**src/sv/cle_pkg.sv**
```systemverilog
`default_nettype none

package cle_pkg;

  // fixed field widths of the stream items
  localparam int WORD_W   = 64;
  localparam int REQ_W    = 3;
  localparam int STATUS_W = 2;

  // command codes carried in the input tuser
  typedef enum logic [REQ_W-1:0] {
    REQ_INSERT    = 3'd0,
    REQ_RIGHT     = 3'd1,
    REQ_LEFT      = 3'd2,
    REQ_BACKSPACE = 3'd3,
    REQ_DELETE    = 3'd4,
    REQ_READ      = 3'd5
  } req_t;

  // result status codes
  typedef enum logic [STATUS_W-1:0] {
    ST_DONE = 2'd0,
    ST_EDGE = 2'd1,
    ST_FULL = 2'd2
  } status_t;

  // controller to datapath phase strobes
  typedef struct packed {
    logic load;
    logic rd1;
    logic rd2;
    logic wr1;
    logic wr2;
  } dp_cmd_t;

  // datapath to controller status
  typedef struct packed {
    logic skip_wr1;
  } dp_stat_t;

  // one result item
  typedef struct packed {
    status_t           status;
    logic [WORD_W-1:0] read_word;
    logic              read_valid;
    logic              read_last;
  } res_t;

endpackage

`default_nettype wire

```
**src/sv/cle_ctrl.sv**
```systemverilog
`default_nettype none

module cle_ctrl (
  input  wire logic              clk,
  input  wire logic              rst_n,
  input  wire logic              in_valid,
  output logic                   in_ready,
  input  wire logic              slot_free,
  input  wire cle_pkg::dp_stat_t stat,
  output cle_pkg::dp_cmd_t       cmd
);

  typedef enum logic [4:0] {
    S_IDLE = 5'b00001,
    S_RD1  = 5'b00010,
    S_RD2  = 5'b00100,
    S_WR1  = 5'b01000,
    S_WR2  = 5'b10000
  } state_t;

  state_t state_r;
  state_t state_nxt;

  // a new item is taken when idle or when the last phase retires
  always_comb begin
    in_ready = (state_r == S_IDLE) || ((state_r == S_WR2) && slot_free);
    cmd.load = in_valid && in_ready;
    cmd.rd1  = (state_r == S_RD1);
    cmd.rd2  = (state_r == S_RD2);
    cmd.wr1  = (state_r == S_WR1);
    cmd.wr2  = (state_r == S_WR2) && slot_free;
  end

  // phase sequencing
  always_comb begin
    state_nxt = state_r;
    unique case (state_r)
      S_IDLE: begin
        if (in_valid) state_nxt = S_RD1;
      end
      S_RD1: state_nxt = S_RD2;
      S_RD2: begin
        state_nxt = stat.skip_wr1 ? S_WR2 : S_WR1;
      end
      S_WR1: state_nxt = S_WR2;
      S_WR2: begin
        if (slot_free) state_nxt = in_valid ? S_RD1 : S_IDLE;
      end
      default: state_nxt = S_IDLE;
    endcase
  end

  always_ff @(posedge clk) begin
    if (!rst_n) begin
      state_r <= S_IDLE;
    end else begin
      state_r <= state_nxt;
    end
  end

endmodule

`default_nettype wire

```
**config.mk**
```make
export PLATFORM = sky130hd
export DESIGN_NAME = cle_ctrl
export DESIGN_NICKNAME = d
export VERILOG_FILES = /design/src/sv/cle_pkg.sv /design/src/sv/cle_ctrl.sv
export SDC_FILE = /design/constraint.sdc
export NUM_CORES = 1
export LEC_CHECK = 0
export BUFFER_PORTS_ARGS = -buffer_cell sky130_fd_sc_hd__buf_2
export CAP_MARGIN = 10
export CORE_AREA = 3 3 40 42
export CTS_CLUSTER_DIAMETER = 120
export DETAILED_ROUTE_END_ITERATION = 6
export DIE_AREA = 0 0 43 45
export MAX_ROUTING_LAYER = met4
export PLACE_DENSITY_LB_ADDON = 0.25
export SYNTH_ARGS = -nofsm -noshare
export SYNTH_HDL_FRONTEND = slang
export SYNTH_SLANG_ARGS = --single-unit
```
**constraint.sdc**
```tcl
create_clock -name clk -period 3.83 [get_ports clk]
set_clock_uncertainty 0.2 [all_clocks]
set_input_delay 0.1915 -clock clk [delete_from_list [all_inputs] [get_ports clk]]
set_output_delay 0.1915 -clock clk [all_outputs]
set_load 0.005 [all_outputs]
```
== Word level (Yosys, flattened, before mapping) ==
Index checks and enable logic that the tools add are counted.
Word-level totals
  flip-flop bits (word level): 5
  bits of input ports: 5
  output and inout port bits: 6
  logic and storage cells: 17
Operators by class
  eq/ne operators: 7
  mux-type cells: 5
  reduce and logical (&&, ||, !) cells: 4
Operators with widths (count)
  one-hot mux 5 bit (5 select lines): 1
  two-way mux 5 bit: 3
  == test 5 x 1 -> 1 bit, second input constant: 1
  == test 5 x 2 -> 1 bit, second input constant: 1
  == test 5 x 3 -> 1 bit, second input constant: 1
  == test 5 x 4 -> 1 bit, second input constant: 1
  == test 5 bit, second input constant: 1
  != test 2 bit, second input constant: 2
  logical AND 1 bit: 2
  two-way mux 2 bit: 1
  AND reduction 2 bit: 1
  logical OR 1 bit: 1

== Longest topological paths before layout ==
Gate-level depths: netlist of the first run.
  depth in word-level cells: 4
  depth in mapped cells: 4
  gate-level depth less buffers: 4

== Worst setup path after synthesis of the first run ==
Ideal clock, no wire load.
  path type: reg-to-reg
  start point: reg state_r[1]
  end point: reg state_r[3]
  library setup time: 117 ps
  arrival time: 1223 ps
  required time: 3513 ps
  path slack: 2291 ps
  stages on the path, launching flop included: 4
  path buffers: 0
  period minus slack after synthesis: 1539 ps
  cell sequence: dfxtp_1 -> or3_4 -> o31a_1 -> and4b_1
Between the ends
  cells in the longest elaborated chain, start to end: 3
  elaborated cells on any way between the ends: 9
  classes of those cells: eq/ne (7); mux (1); reduce/logical (1)
RTL lines
  start: declaration: RTL line cle_ctrl.sv:21  | state_t state_r;
  start signal: assignment: RTL line cle_ctrl.sv:57  | state_r <= state_nxt;
  == test 5 bit or == test 5 x 1 -> 1 bit (tied branches): RTL line cle_ctrl.sv:37  | unique case (state_r)
  != test 2 bit (no line)
  AND reduction 2 bit (no line)
Parallel ways exist; a longest one is shown, timed or not.
A chain may end at the register's enable or synchronous reset.

==> qor.txt, run 1 <==
Yosys top cell area share - 0.357
Antenna violations before repair - 0
GRT Overall Usage - 0.0712
Area delta synth->final - 33.9%
Highest clock rate - 0.541 GHz
Buffers on Ports - 10
Setup WS post-layout - 1.98 ns
Yosys reg bits - 5
Num CTS Buffers - 3
Synth Flop Type - dfxtp_1
Status - finished, final reports clean
Die area - 0.00194 mm^2
Io pins - 11
Slew margin rel. - 0.786
Sink Count - 5
Fin. Hold Viols - 0
CP top delay family - simple AND/OR/NAND/NOR gates
Leading cell types in the layout, fill and taps excluded - buf_2 (10), dfxtp_1 (5)
Hold Buf Count CTS - 0
Largest family of logic cells by synthesized area - simple AND/OR/NAND/NOR gates
Diodes inserted - 0
Worst Path Buf+Inv - 1
Power density over the cells - 375 mW/mm^2
Internal power - 105 uW
# nets final - 52
Overflow after GRT - 0
Worst path cell trace - or3_4, a21oi_1, and2_1, buf_2
Post-placement setup slack - 2.22 ns
CTS tree - built
Cell taking the most area after synthesis - dfxtp_1
Synth Cell Area - 280 um^2
Critical Path Start Type - register
Mux share of post-synthesis cell area - 0
Starting density of the core - 0.218
Synth Area in Compound Gates - 0.183
Maximum vdd drop - 0.169 mV
Synth Net Count - 37
CP Max Fanout - 6
RSZ-0062 raised after global routing - no
Instance count of the mapped netlist - 32
Core region area - 0.00128 mm^2
Largest net degree at the start of global routing - 7
Share of cells above drive strength 1 - 0.326
Crit. End Element - primary output
Post-placement cell count - 57
Sw Share - 0.256
Synth Warn # - 0
Core Rows - 13
Gpl congestion - 0.777
Clock Pin Slew Worst Setup and Hold Paths - 0.05 ns
Finished Layout Cells - 61
Post-synthesis sequential area ratio - 0.357
Leak - 0.000200 uW
First-pass GRT wire length - 952 um
Via count - 272
Biggest regs - state_r: 5 flops
Simple logic cell fraction of the synthesized area - 0.415
Syn Area/Cell - 8.76 um^2
Xor/xnor share of the synthesized area - 0.0313
Critical path class - reg2out
CP startpoint - state_r[1]
Postcts setup bufs - 0
Number of enable flip-flop cells after synthesis - 0
CP max stage cell - or3_4
Reg power frac - 0.402
Crit path largest cell delay - 0.43 ns
Clock Latency Late Sink - 0.24 ns
Final Setup Violations - 0
Vias in the first global route - 249
Part of the power in combinational logic - 0.147
Area share of fa/ha/maj cells after synthesis - 0
Clock root cell - clkbuf_4
CTS Buffer Depth - 2
CTS resizes - 0
Post-Route WL - 625 um
Slew Limit Fails - 0
Commonest non-fill, non-tap cell in the layout - buf_2
Fin crit share - 0.483
H-tree depth - 1
Distinct cells, synth - 19
FILL cells - 143
Antenna-violating nets left - 0
Maxcap violations - 0
Synth top area cells - dfxtp_1 (36%), and3_1 (6.7%), o21ai_0 (5.4%), and2_1 (4.5%), and4bb_2 (4.5%)
Hold WC Path Type - in2reg
Max reg flops - 5
Post-DP HPWL - 487 um
DR pass1 iterations - 2
Most flops, register - state_r
Hold path startpoint - rst_n
Routed vias/inst - 4.46
Post-route setup TNS - 0 ns
Clock network power share - 0.450
CP Data Arrival Time - 1.46 ns
Die W - 43 um
Share of flip-flops with an asynchronous set or reset - 0
WP data required - 3.44 ns
Post-layout minimum cycle time - 1.85 ns
Switch Pwr - 36.1 uW
Core Util, Final - 0.292
Wire per inst - 10.2 um
Chip height - 45 um
DRT iter0 DRCs - 2
R2R Path Start - state_r[1]
Least-Margin Pin Slew - 0.316 ns
Drc violations - 0
==> cell families after synthesis <==
group / after synthesis
xor gates and xnor gates: 1
DFF: 5
buffers and inverters: 1
and+or+nand+nor: 17
AOI/OAI and AO/OA: 8
==> routing by layer <==
| metal | wire (um) | GRT usage |
|---|---|---|
| met2 | 325 | 0.114 |
| met1 | 279 | 0.0725 |
| met4 | 0 | 0.0361 |
| met5 | 0 | - |
| met3 | 20 | 0.0359 |
==> worst paths after layout <==
path,endpoint,slack (ns),depth (start not counted)
worst max-delay path,cmd[4],1.98,4
worst max register to register,state_r[3],2.21,3
worst min-delay path,state_r[1],0.004,2
worst min register to register,state_r[2],0.48,2
==> per-stage QoR <==
step	hold WS, ns	power, uW	instance area [um^2]
2_1_floorplan	0.137	70.2	280
3_3_place_gp	0.265	78.6	349
3_5_place_dp	0.260	78.5	349
4_1_cts	0.00273	143	375
5_1_grt	0.0286	149	375
6_report	0.00424	141	375
==> power by group through the flow <==
stage | combinational (uW) | clock, uW | sequential (uW)
2_1_floorplan | 12.9 | 0 | 57.3
3_3_place_gp | 21.0 | 0 | 57.6
3_5_place_dp | 20.7 | 0 | 57.8
4_1_cts | 20.9 | 65.6 | 56.7
5_1_grt | 23.6 | 68.7 | 57.1
6_report | 20.8 | 63.4 | 56.7
==> final cells by class <==
class / count / area [um^2] / area share
inverters: 1 / 3.75 / 0.0100
well taps: 15 / 18.8 / 0.0500
repair buffers: 10 / 50.0 / 0.133
clock buffers: 4 / 26.3 / 0.0700
flip-flops and latches: 5 / 100 / 0.267
multi-input cells: 26 / 176 / 0.470
==> Yosys cell counts (2+ instances only) <==
master and number:
dfxtp_1 5, and3_1 3, nor2_1 3, o21ai_0 3, a21oi_1 2, and2_1 2, nand2b_1 2
No activity file was read; power rests on OpenSTA's default activity.
==> run 2: changes to the inputs <==
==> constraint.sdc (replaced) <==
create_clock -name clk -period 1.85 [get_ports clk]
set_clock_uncertainty 0.2 [all_clocks]
set_input_delay 0.0925 -clock clk [delete_from_list [all_inputs] [get_ports clk]]
set_output_delay 0.0925 -clock clk [all_outputs]
set_load 0.005 [all_outputs]
==> run 2 against run 1 <==
Compared with the run above: worst hold slack improved by 0.083 ns; critical endpoint unchanged; die area is the same; sequential cell count stayed put; global-route usage increased by 0.086 points; largest cell class unchanged; sequential power up 110%; via count is 5.5% higher; first-iteration DRC count is 50% lower; cell count increased by 4.9%; combinational power up 140%; critical path depth is the same; non-clock buffer count rose by 3.
==> qor.txt, run 2 (same netlist as run 1, synthesis figures left out) <==
Maximum vdd drop - 0.351 mV (+110%)
Leak - 0.000213 uW (+6.6%)
Clock root cell - clkbuf_4
FILL cells - 143 (unchanged)
CP Data Arrival Time - 1.42 ns (-0.04 ns)
Register area - 100 um^2 (unchanged)
Post-placement cell count - 57 (unchanged)
Final Setup Violations - 0 (unchanged)
Share of cells above drive strength 1 - 0.327 (+0.000444)
Core Util, Final - 0.318 (+0.0263)
CTS Buffer Depth - 2 (unchanged)
Clock Pin Slew Worst Setup and Hold Paths - 0.05 ns (about the same)
Critical Path Start Type - register
First-pass GRT wire length - 972 um (+2.1%)
CP Max Fanout - 6 (unchanged)
Leading cell types in the layout, fill and taps excluded - buf_2 (10), dfxtp_1 (5)
Diodes inserted - 0 (unchanged)
Num CTS Buffers - 3 (unchanged)
Largest net degree at the start of global routing - 7 (unchanged)
Die area - 0.00194 mm^2 (unchanged)
Gpl congestion - 0.777 (about the same)
Routed vias/inst - 4.48 (+0.57%)
Total Power - 300 uW (+110%)
Post-layout minimum cycle time - 1.72 ns
GRT Overall Usage - 0.0721 (+0.000858)
Most flops, register - state_r
Core Rows - 13 (unchanged)
CP top delay family - simple AND/OR/NAND/NOR gates
Fin. Hold Viols - 0 (unchanged)
RSZ-0062 raised after global routing - no
CTS tree - built
Overflow after GRT - 0 (unchanged)
DRT iter0 DRCs - 1 (-1)
Commonest non-fill, non-tap cell in the layout - buf_2
Starting density of the core - 0.218 (unchanged)
Multi-input logic area - 180 um^2 (+2.1%)
Crit path largest cell delay - 0.43 ns (about the same)
Slew margin rel. - 0.798 (+0.0116)
H-tree depth - 1 (unchanged)
Via count - 287 (+5.5%)
Worst Path Buf+Inv - 1 (unchanged)
Antenna-violating nets left - 0 (unchanged)
Die W - 43 um (unchanged)
Finished Layout Cells - 64 (+4.9%)
# nets final - 55 (+5.8%)
Highest clock rate - 0.583 GHz
Fin crit share - 0.927
Crit. End Element - primary output
Sink Count - 5 (unchanged)
Post-route setup TNS - 0 ns (unchanged)
Post-Route WL - 670 um (+7.2%)
Io pins - 11 (unchanged)
Worst path cell trace - or3_4, a21oi_2, and2_1, buf_2
Core region area - 0.00128 mm^2 (unchanged)
Maxcap violations - 0 (unchanged)
Buffers on Ports - 10 (unchanged)
Power density over the cells - 732 mW/mm^2 (+95%)
CP max stage cell - or3_4
Vias in the first global route - 258 (+3.6%)
Clock Latency Late Sink - 0.25 ns (about the same)
Critical path class - reg2out
Hold slack - 0.0876 ns (+0.0834 ns)
Slew Limit Fails - 0 (unchanged)
Area delta synth->final - 46.0%
WP data required - 1.56 ns (-1.88 ns)
Chip height - 45 um (unchanged)
Postcts setup bufs - 0 (unchanged)
Least-Margin Pin Slew - 0.299 ns (-0.0171 ns)
Hold WC Path Type - in2reg
Antenna violations before repair - 0 (unchanged)
Post-DP HPWL - 487 um (unchanged)
Max reg flops - 5 (unchanged)
Wire per inst - 10.5 um (+2.2%)
DR pass1 iterations - 3 (+1)
Drc violations - 0 (unchanged)
Biggest regs - state_r: 5 flops
Status - finished, final reports clean
-- run 2: worst register-to-register path, stage by stage, from the launching register on --
cell,delay (ns)
dfxtp_1,0.35
or3_4,0.43
o31a_1,0.33
and4b_1,0.21
-- run 2: metrics by stage --
stage                     area [um^2]  setup WS (ns)
after floorplan                   280          0.311
after global placement            349          0.267
after detailed placement          349          0.240
after CTS                         405         0.0923
after global routing              409         0.0368
final                             409          0.135
-- run 2: area by class of cell --
type	instances	area share
Timing Repair Buffer	13	0.196
Tap cell	15	0.0459
Clock buffer	4	0.0642
Multi-Input combinational cell	26	0.440
Inverter	1	0.00917
Sequential cell	5	0.245
-- run 2: power by group --
part	switching, uW	internal (uW)
sequential	4.68	113
combinational	22.9	27.5
clock	49.9	81.9
-- run 2: repair_timing --
item,in CTS,in global routing
endpoints found under the setup margin,0,1
gates resized for setup,0,1
hold buffers,3,0
hold endpoints to repair,4,0
-- run 2: worst paths after layout --
kind,startpoint,endpoint,slack (ns),cells after the start
max,state_r[1],cmd[4],0.13,4
min,slot_free,state_r[2],0.09,4
max reg2reg,state_r[1],state_r[3],0.22,3
min reg2reg,state_r[3],state_r[2],0.47,2
-- run 2: layer usage --
layer / up-vias / routed length, um / track usage
li1: 150 / - / -
met1: 134 / 283 / 0.0749
met2: 3 / 365 / 0.114
met3: 0 / 20 / 0.0359
met4: 0 / 0 / 0.0361
met5: - / 0 / -
